==> config.mk <==
export PLATFORM = sky130hd
export DESIGN_NAME = rng_stream_seed_derivation
export DESIGN_NICKNAME = d
export VERILOG_FILES = /design/src/rtl/rsd_pkg.sv /design/src/rtl/rsd_mul64.sv /design/src/rtl/rng_stream_seed_derivation.sv
export SDC_FILE = /design/constraint.sdc
export NUM_CORES = 2
export LEC_CHECK = 0
export BUFFER_PORTS_ARGS = -buffer_cell sky130_fd_sc_hd__buf_2
export CAP_MARGIN = 20
export CORE_UTILIZATION = 49
export DETAILED_ROUTE_END_ITERATION = 6
export GPL_TIMING_DRIVEN = 0
export PLACE_DENSITY = 0.77
export SYNTH_ARGS = -nofsm -noshare
export SYNTH_HDL_FRONTEND = slang
export SYNTH_SLANG_ARGS = --single-unit
==> constraint.sdc <==
create_clock -name aclk -period 10.99 [get_ports aclk]
set_clock_uncertainty 0.1 [all_clocks]
set_input_delay 1.099 -clock aclk [delete_from_list [all_inputs] [get_ports aclk]]
set_output_delay 1.099 -clock aclk [all_outputs]
set_load 0.03 [all_outputs]
==> src/rtl/rsd_pkg.sv <==
// shared widths, constants and helpers for the stream seed derivation block
package rsd_pkg;

    localparam int WORD_W = 64;
    localparam int HALF_W = WORD_W / 2;
    localparam int BYTE_W = 8;
    localparam int CFG_ADDR_W = 2;

    // register indexes on the write port
    localparam logic [CFG_ADDR_W-1:0] CFG_BASE_SEED    = 2'd0;
    localparam logic [CFG_ADDR_W-1:0] CFG_DEFAULT_SEED = 2'd1;

    localparam logic [WORD_W-1:0] FNV_BASIS  = 64'hCBF29CE484222325;
    localparam logic [WORD_W-1:0] FNV_PRIME  = 64'h00000100000001B3;
    localparam logic [WORD_W-1:0] GOLDEN_ADD = 64'h9E3779B97F4A7C15;
    localparam logic [WORD_W-1:0] FIN_MUL1   = 64'hBF58476D1CE4E5B9;
    localparam logic [WORD_W-1:0] FIN_MUL2   = 64'h94D049BB133111EB;
    localparam logic [WORD_W-1:0] INDEX_MUL  = 64'hD1342543DE82EF95;
    localparam logic [WORD_W-1:0] INC_TWEAK  = 64'h8C9E37F02E1A9C63;

    typedef logic [WORD_W-1:0] word_t;

    // zero is replaced by the substitute seed
    function automatic word_t nonzero_or(input word_t v, input word_t dflt);
        nonzero_or = (v == '0) ? dflt : v;
    endfunction

endpackage

==> src/rtl/rsd_mul64.sv <==
// iterative 64x64 low-half multiplier built on one 32x32 multiplier
module rsd_mul64
    import rsd_pkg::*;
(
    input  logic  aclk,
    input  logic  aresetn,
    input  logic  start,
    input  word_t a,
    input  word_t b,
    output logic  done,
    output word_t result
);

    localparam logic [1:0] PH_LL = 2'd0;
    localparam logic [1:0] PH_LH = 2'd1;
    localparam logic [1:0] PH_HL = 2'd2;
    localparam logic [1:0] PH_FIN = 2'd3;

    word_t a_reg, b_reg, prod_reg, acc_reg;
    logic [1:0] phase_reg;
    logic busy_reg, done_reg;
    logic [HALF_W-1:0] op_a, op_b;

    // operand selection for the three partial products that reach the low half
    always_comb begin
        op_a = (phase_reg == PH_HL) ? a_reg[WORD_W-1:HALF_W] : a_reg[HALF_W-1:0];
        op_b = (phase_reg == PH_LH) ? b_reg[WORD_W-1:HALF_W] : b_reg[HALF_W-1:0];
    end

    always_ff @(posedge aclk) begin
        if (!aresetn) begin
            busy_reg  <= 1'b0;
            done_reg  <= 1'b0;
            phase_reg <= PH_LL;
        end else begin
            done_reg <= 1'b0;
            if (start) begin
                busy_reg  <= 1'b1;
                phase_reg <= PH_LL;
            end else if (busy_reg) begin
                phase_reg <= phase_reg + 2'd1;
                if (phase_reg == PH_FIN) begin
                    busy_reg <= 1'b0;
                    done_reg <= 1'b1;
                end
            end
        end
    end

    always_ff @(posedge aclk) begin
        if (start) begin
            a_reg <= a;
            b_reg <= b;
        end else if (busy_reg) begin
            prod_reg <= WORD_W'(op_a) * WORD_W'(op_b);
            case (phase_reg)
                PH_LL: ;
                PH_LH: acc_reg <= prod_reg;
                PH_HL, PH_FIN: acc_reg[WORD_W-1:HALF_W] <=
                    acc_reg[WORD_W-1:HALF_W] + prod_reg[HALF_W-1:0];
                default: ;
            endcase
        end
    end

    assign done   = done_reg;
    assign result = acc_reg;

endmodule

==> src/rtl/rng_stream_seed_derivation.sv <==
// stream seed derivation: fnv-1a tag hash, splitmix64 finalizer, seed mixing
// a byte that is not last holds the input while its fnv multiply runs; a last item goes
// through its byte multiply if any, the index multiply and the tag, seed1 and seed2 passes
// every multiply runs 4 passes through one shared 32x32 multiplier
// one item at a time; the result register frees the input side while it waits
// reset (synchronous, active low): idle, no result, hash at fnv basis, base 0, default 1
module rng_stream_seed_derivation
    import rsd_pkg::*;
(
    input  logic                  aclk,
    input  logic                  aresetn,
    // configuration write port
    input  logic                  cfg_wr_en,
    input  logic [CFG_ADDR_W-1:0] cfg_addr,
    input  logic [WORD_W-1:0]     cfg_wdata,
    // input stream
    input  logic                  s_tvalid,
    output logic                  s_tready,
    input  logic [71:0]           s_tdata,   // tag_byte [7:0], stream_index [71:8]
    input  logic                  s_tuser,   // byte_present
    input  logic                  s_tlast,   // last_byte
    // result stream
    output logic                  m_tvalid,
    input  logic                  m_tready,
    output logic [127:0]          m_tdata    // rng_state [63:0], rng_increment [127:64]
);

    localparam logic [3:0] ST_IDLE      = 4'd0;
    localparam logic [3:0] ST_BYTE_MUL  = 4'd1;
    localparam logic [3:0] ST_BYTE_WAIT = 4'd2;
    localparam logic [3:0] ST_IDX_MUL   = 4'd3;
    localparam logic [3:0] ST_IDX_WAIT  = 4'd4;
    localparam logic [3:0] ST_FADD      = 4'd5;
    localparam logic [3:0] ST_FM1       = 4'd6;
    localparam logic [3:0] ST_FM1_WAIT  = 4'd7;
    localparam logic [3:0] ST_FM2       = 4'd8;
    localparam logic [3:0] ST_FM2_WAIT  = 4'd9;
    localparam logic [3:0] ST_FEND      = 4'd10;
    localparam logic [3:0] ST_OUT       = 4'd11;

    // which finalizer pass is running
    localparam logic [1:0] PASS_TAG   = 2'd0;
    localparam logic [1:0] PASS_SEED1 = 2'd1;
    localparam logic [1:0] PASS_SEED2 = 2'd2;

    logic [3:0] state_reg;
    logic [1:0] pass_reg;
    word_t base_seed_reg, default_seed_reg;
    word_t acc_reg;                 // fnv-1a accumulator
    logic [BYTE_W-1:0] byte_reg;
    logic last_reg;
    word_t index_reg;
    word_t idxm_reg;                // stream_index * odd constant
    word_t hash_reg;                // finalized tag hash
    word_t work_reg;                // finalizer working value
    word_t seed1_reg, seed2_reg;
    logic m_tvalid_reg;
    logic [127:0] m_tdata_reg;

    logic  mul_start, mul_done;
    word_t mul_a, mul_b, mul_res;
    word_t base_nz, fin_src, fin_out;
    logic  in_xfer;
    logic  out_load;

    assign s_tready = (state_reg == ST_IDLE);
    assign in_xfer  = s_tvalid && s_tready;
    assign m_tvalid = m_tvalid_reg;
    assign m_tdata  = m_tdata_reg;

    // result register takes the new pair once it is free or being drained
    assign out_load = (state_reg == ST_OUT) && (!m_tvalid_reg || m_tready);

    // configuration registers
    always_ff @(posedge aclk) begin
        if (!aresetn) begin
            base_seed_reg    <= '0;
            default_seed_reg <= WORD_W'(1);
        end else if (cfg_wr_en) begin
            case (cfg_addr)
                CFG_BASE_SEED:    base_seed_reg    <= cfg_wdata;
                CFG_DEFAULT_SEED: default_seed_reg <= cfg_wdata;
                default: ;
            endcase
        end
    end

    // shared multiplier: operands follow the issuing state
    always_comb begin
        mul_start = 1'b0;
        mul_a     = '0;
        mul_b     = '0;
        case (state_reg)
            ST_BYTE_MUL: begin
                mul_start = 1'b1;
                mul_a     = acc_reg ^ WORD_W'(byte_reg);
                mul_b     = FNV_PRIME;
            end
            ST_IDX_MUL: begin
                mul_start = 1'b1;
                mul_a     = index_reg;
                mul_b     = INDEX_MUL;
            end
            ST_FM1: begin
                mul_start = 1'b1;
                mul_a     = work_reg ^ (work_reg >> 30);
                mul_b     = FIN_MUL1;
            end
            ST_FM2: begin
                mul_start = 1'b1;
                mul_a     = work_reg ^ (work_reg >> 27);
                mul_b     = FIN_MUL2;
            end
            default: ;
        endcase
    end

    rsd_mul64 u_mul (
        .aclk    (aclk),
        .aresetn (aresetn),
        .start   (mul_start),
        .a       (mul_a),
        .b       (mul_b),
        .done    (mul_done),
        .result  (mul_res)
    );

    // finalizer input per pass, and its closing xor-shift
    always_comb begin
        base_nz = nonzero_or(base_seed_reg, default_seed_reg);
        case (pass_reg)
            PASS_TAG:   fin_src = acc_reg;
            PASS_SEED1: fin_src = base_nz ^ hash_reg ^ idxm_reg;
            default:    fin_src = base_nz ^ hash_reg ^ INC_TWEAK ^ idxm_reg;
        endcase
        fin_out = work_reg ^ (work_reg >> 31);
    end

    // sequencer
    always_ff @(posedge aclk) begin
        if (!aresetn) begin
            state_reg    <= ST_IDLE;
            pass_reg     <= PASS_TAG;
            acc_reg      <= FNV_BASIS;
            m_tvalid_reg <= 1'b0;
        end else begin
            if (out_load) begin
                m_tvalid_reg <= 1'b1;
            end else if (m_tvalid_reg && m_tready) begin
                m_tvalid_reg <= 1'b0;
            end
            case (state_reg)
                ST_IDLE: begin
                    if (in_xfer) begin
                        if (s_tuser) begin
                            state_reg <= ST_BYTE_MUL;
                        end else if (s_tlast) begin
                            state_reg <= ST_IDX_MUL;
                        end
                    end
                end
                ST_BYTE_MUL: state_reg <= ST_BYTE_WAIT;
                ST_BYTE_WAIT: begin
                    if (mul_done) begin
                        acc_reg   <= mul_res;
                        state_reg <= last_reg ? ST_IDX_MUL : ST_IDLE;
                    end
                end
                ST_IDX_MUL: state_reg <= ST_IDX_WAIT;
                ST_IDX_WAIT: begin
                    if (mul_done) begin
                        pass_reg  <= PASS_TAG;
                        state_reg <= ST_FADD;
                    end
                end
                ST_FADD: state_reg <= ST_FM1;
                ST_FM1: state_reg <= ST_FM1_WAIT;
                ST_FM1_WAIT: begin
                    if (mul_done) begin
                        state_reg <= ST_FM2;
                    end
                end
                ST_FM2: state_reg <= ST_FM2_WAIT;
                ST_FM2_WAIT: begin
                    if (mul_done) begin
                        state_reg <= ST_FEND;
                    end
                end
                ST_FEND: begin
                    case (pass_reg)
                        PASS_TAG: begin
                            pass_reg  <= PASS_SEED1;
                            state_reg <= ST_FADD;
                        end
                        PASS_SEED1: begin
                            pass_reg  <= PASS_SEED2;
                            state_reg <= ST_FADD;
                        end
                        default: state_reg <= ST_OUT;
                    endcase
                end
                ST_OUT: begin
                    // wait for the result register to free up
                    if (out_load) begin
                        acc_reg   <= FNV_BASIS;
                        state_reg <= ST_IDLE;
                    end
                end
                default: state_reg <= ST_IDLE;
            endcase
        end
    end

    // datapath registers without reset
    always_ff @(posedge aclk) begin
        if (in_xfer) begin
            byte_reg  <= s_tdata[7:0];
            index_reg <= s_tdata[71:8];
            last_reg  <= s_tlast;
        end
        if (state_reg == ST_IDX_WAIT && mul_done) begin
            idxm_reg <= mul_res;
        end
        if (state_reg == ST_FADD) begin
            work_reg <= fin_src + GOLDEN_ADD;
        end
        if ((state_reg == ST_FM1_WAIT || state_reg == ST_FM2_WAIT) && mul_done) begin
            work_reg <= mul_res;
        end
        if (state_reg == ST_FEND) begin
            case (pass_reg)
                PASS_TAG:   hash_reg  <= fin_out;
                PASS_SEED1: seed1_reg <= nonzero_or(fin_out, default_seed_reg);
                default:    seed2_reg <= nonzero_or(fin_out, default_seed_reg);
            endcase
        end
        if (out_load) begin
            m_tdata_reg <= {seed2_reg[WORD_W-2:0], 1'b1, seed1_reg};
        end
    end

endmodule

==> flow_metrics.tcl <==
set metrics [dict create \
    status "finished with violations" \
    violations "DRC" \
    grt-busiest-layer "met2" \
    core_area_sq_um 146000 \
    crit_required_ps 11350 \
    routed_wl_mm 278 \
    ys_seq_area_share_pct 35.9 \
    synth_top_family_by_area "adder cells" \
    synth-seq-cells 925 \
    slew_headroom_pct 13.0 \
    hold_ws_ps 316 \
    start_util_pct 49.3 \
    num_vias 55700 \
    hold_class "flip-flop to flip-flop" \
    track_usage_pct 37.5 \
    final_layout_size_suffix_gt1_share_pct 10.7 \
    synth_mux_area_share_pct 1.68 \
    largest_reg_flops 127 \
    synth_area_per_cell_sq_um 10.6 \
    antenna_found_initial 14 \
    route.detailed.drc 14 \
    max_freq_mhz 92.7 \
    slowest_delay_ps 690 \
    synthArstFlopShare_pct 0 \
    synth_cell_types 108 \
    yosys.area_share.adder_pct 30.2 \
    cp_common_cell "fa_1" \
    pin_count 275 \
    ant_nets 0 \
    cts_tree "built" \
    cts_root_buf "clkbuf_16" \
    worstSkewPairLatency_ps 730 \
    cts_buffer_depth 3 \
    critPathSlowestCell "fa_1" \
    layout_commonest_cell "inv_1" \
    syn_nets 8114 \
    globalRouteOverflowTotal 0 \
    period_share_pct 98.2 \
    fillers 12500 \
    criticalPathCategory "flip-flop to flip-flop" \
    endpoint_kind "flip-flop" \
    synth_cells 6773 \
    clkSinkCount 925 \
    ff_latch_area_sq_um 25700 \
    die_w_um 385 \
    clk_pin_slew_ps 70 \
    grt_pass1_wl_mm 390 \
    met1_usage_pct 46.6 \
    htree_levels 3 \
    final_nets 8516 \
    area_delta_synth_final_pct 11.0 \
    synth-edff-count 722 \
    syn_area_sq_um 71700 \
    maxSlewViolCount 0 \
    drt_iter0_markers 7591 \
    die_y_um 385 \
    vias_per_cell 6.07 \
    multi_input_area_sq_um 41200 \
    setup-violations-final 0 \
    grt_pass1_vias 55300 \
    cp-start-kind "flip-flop" \
    drtPass1Iterations 7 \
    io_buffer_count 272 \
    synthXorXnorAreaFrac_pct 3.74 \
    utilization_pct 54.7 \
    synth_compound_gate_area_share_pct 9.81 \
    rows 140 \
    postCtsHoldBufs 0 \
    yosys.area_share.simple_pct 11.4 \
    setup-tns-final_ps 0 \
    gr-usage-met2_pct 55.9 \
    hpwl_mm 228 \
    cts_buffers 85 \
    die-area_sq_um 148000 \
    yosys_warnings 0 \
    cpLargestDelayFamily "adder cells" \
    cp_num_buf_inv 6 \
    worstMarginPinSlew_ps 1310 \
    final_hold_viol_count 0 \
    min_period_ps 10790 \
    drv_cap 0 \
    synth_ff_type "edfxtp_1" \
    grt_max_degree 79 \
    mostFrequentLayoutCells "inv_1, nand2_1, fa_1" \
    cp_max_fo 10 \
    place_congestion 1.10 \
    arrival_ps 11150 \
    met3_usage_pct 11.2 \
    wl_per_cell_um 30.3 \
]
-- metal layers --
| layer | share of wire, % | routed length, um | vias up |
|---|---|---|---|
| li1 | - | - | 23000 |
| met3 | 13 | 36500 | 942 |
| met2 | 43 | 118000 | 4183 |
| met1 | 35 | 98500 | 27600 |
| met4 | 8.8 | 24400 | 8 |
| met5 | 0.018 | 49 | - |
-- synthesized netlist by cell type, types with 24 or more instances --
library cell / instances / area, sq um
a21boi_0: 138 / 1040
a21o_1: 104 / 781
a21oi_1: 189 / 946
a221oi_1: 38 / 333
a222oi_1: 27 / 270
a22oi_1: 73 / 548
a31oi_1: 34 / 213
and2_1: 89 / 557
clkbuf_1: 290 / 1090
dfxtp_1: 203 / 4060
edfxtp_1: 722 / 21700
fa_1: 897 / 18000
ha_1: 299 / 3740
inv_1: 1021 / 3830
mux2_2: 50 / 563
mux2i_1: 63 / 631
nand2_1: 915 / 3430
nand3_1: 54 / 270
nand4_1: 24 / 150
nor2_1: 519 / 1950
nor2b_1: 66 / 413
nor3_1: 41 / 205
nor4_1: 35 / 219
o21ai_0: 182 / 911
o221a_2: 34 / 383
xnor2_1: 184 / 1610
xor2_1: 122 / 1070
-- worst paths after layout --
kind	start	endpoint	slack [ps]	depth (start not counted)
setup / recovery	u_mul.phase_reg[1]$_SDFFE_PP0P_	u_mul.prod_reg[61]$_DFFE_PP_	200	31
hold / removal	seed1_reg[0]$_DFFE_PP_	m_tdata[0]$_DFFE_PP_	320	0
setup reg to reg	u_mul.phase_reg[1]$_SDFFE_PP0P_	u_mul.prod_reg[61]$_DFFE_PP_	200	31
hold reg to reg	seed1_reg[0]$_DFFE_PP_	m_tdata[0]$_DFFE_PP_	320	0
-- cells by family after synthesis --
| kind of cell | Yosys count |
|---|---|
| buf+inv | 1364 |
| other cells | 1 |
| simple gates | 1868 |
| flops | 925 |
| xor+xnor | 306 |
| mux | 114 |
| fa+ha+maj | 1196 |
| compound gates | 999 |
-- what timing repair did --
action | 4_1_cts | 5_1_grt
resized for setup | 86 | 142
pin swaps | 1 | 2
buffers inserted | 2 | 7
endpoints found under the setup margin | 32 | 13
-- worst register-to-register path: cells and delay by family (launching register included) --
kind            cells  cell delay [ps]
compound gates     11             3370
xor+xnor            1              120
fa+ha+maj          10             4880
buf+inv             6             1230
flops               1              390
simple gates        3              450
-- per-stage QoR --
step / cell area [sq um] / cells / setup WS, ps
after floorplan: 71700 / 6773 / 1170
after global placement: 75500 / 8962 / -1730
after detailed placement: 76000 / 8996 / -1770
after CTS: 79200 / 9153 / 10.0
after global routing: 79600 / 9169 / -24.4
final: 79600 / 9175 / 200
-- final cells by class --
| type | instances | area share [%] |
|---|---|---|
| Antenna cell | 10 | 0.0314 |
| Buffer | 333 | 1.92 |
| Clock buffer | 105 | 2.82 |
| Clock inverter | 55 | 0.897 |
| Inverter | 1025 | 4.84 |
| Multi-Input combinational cell | 4484 | 51.7 |
| Sequential cell | 925 | 32.3 |
| Tap cell | 1917 | 3.01 |
| Timing Repair Buffer | 321 | 2.43 |
Power is not shown: default switching activity piles up to over one toggle a cycle in this logic, so the estimate is an artifact.
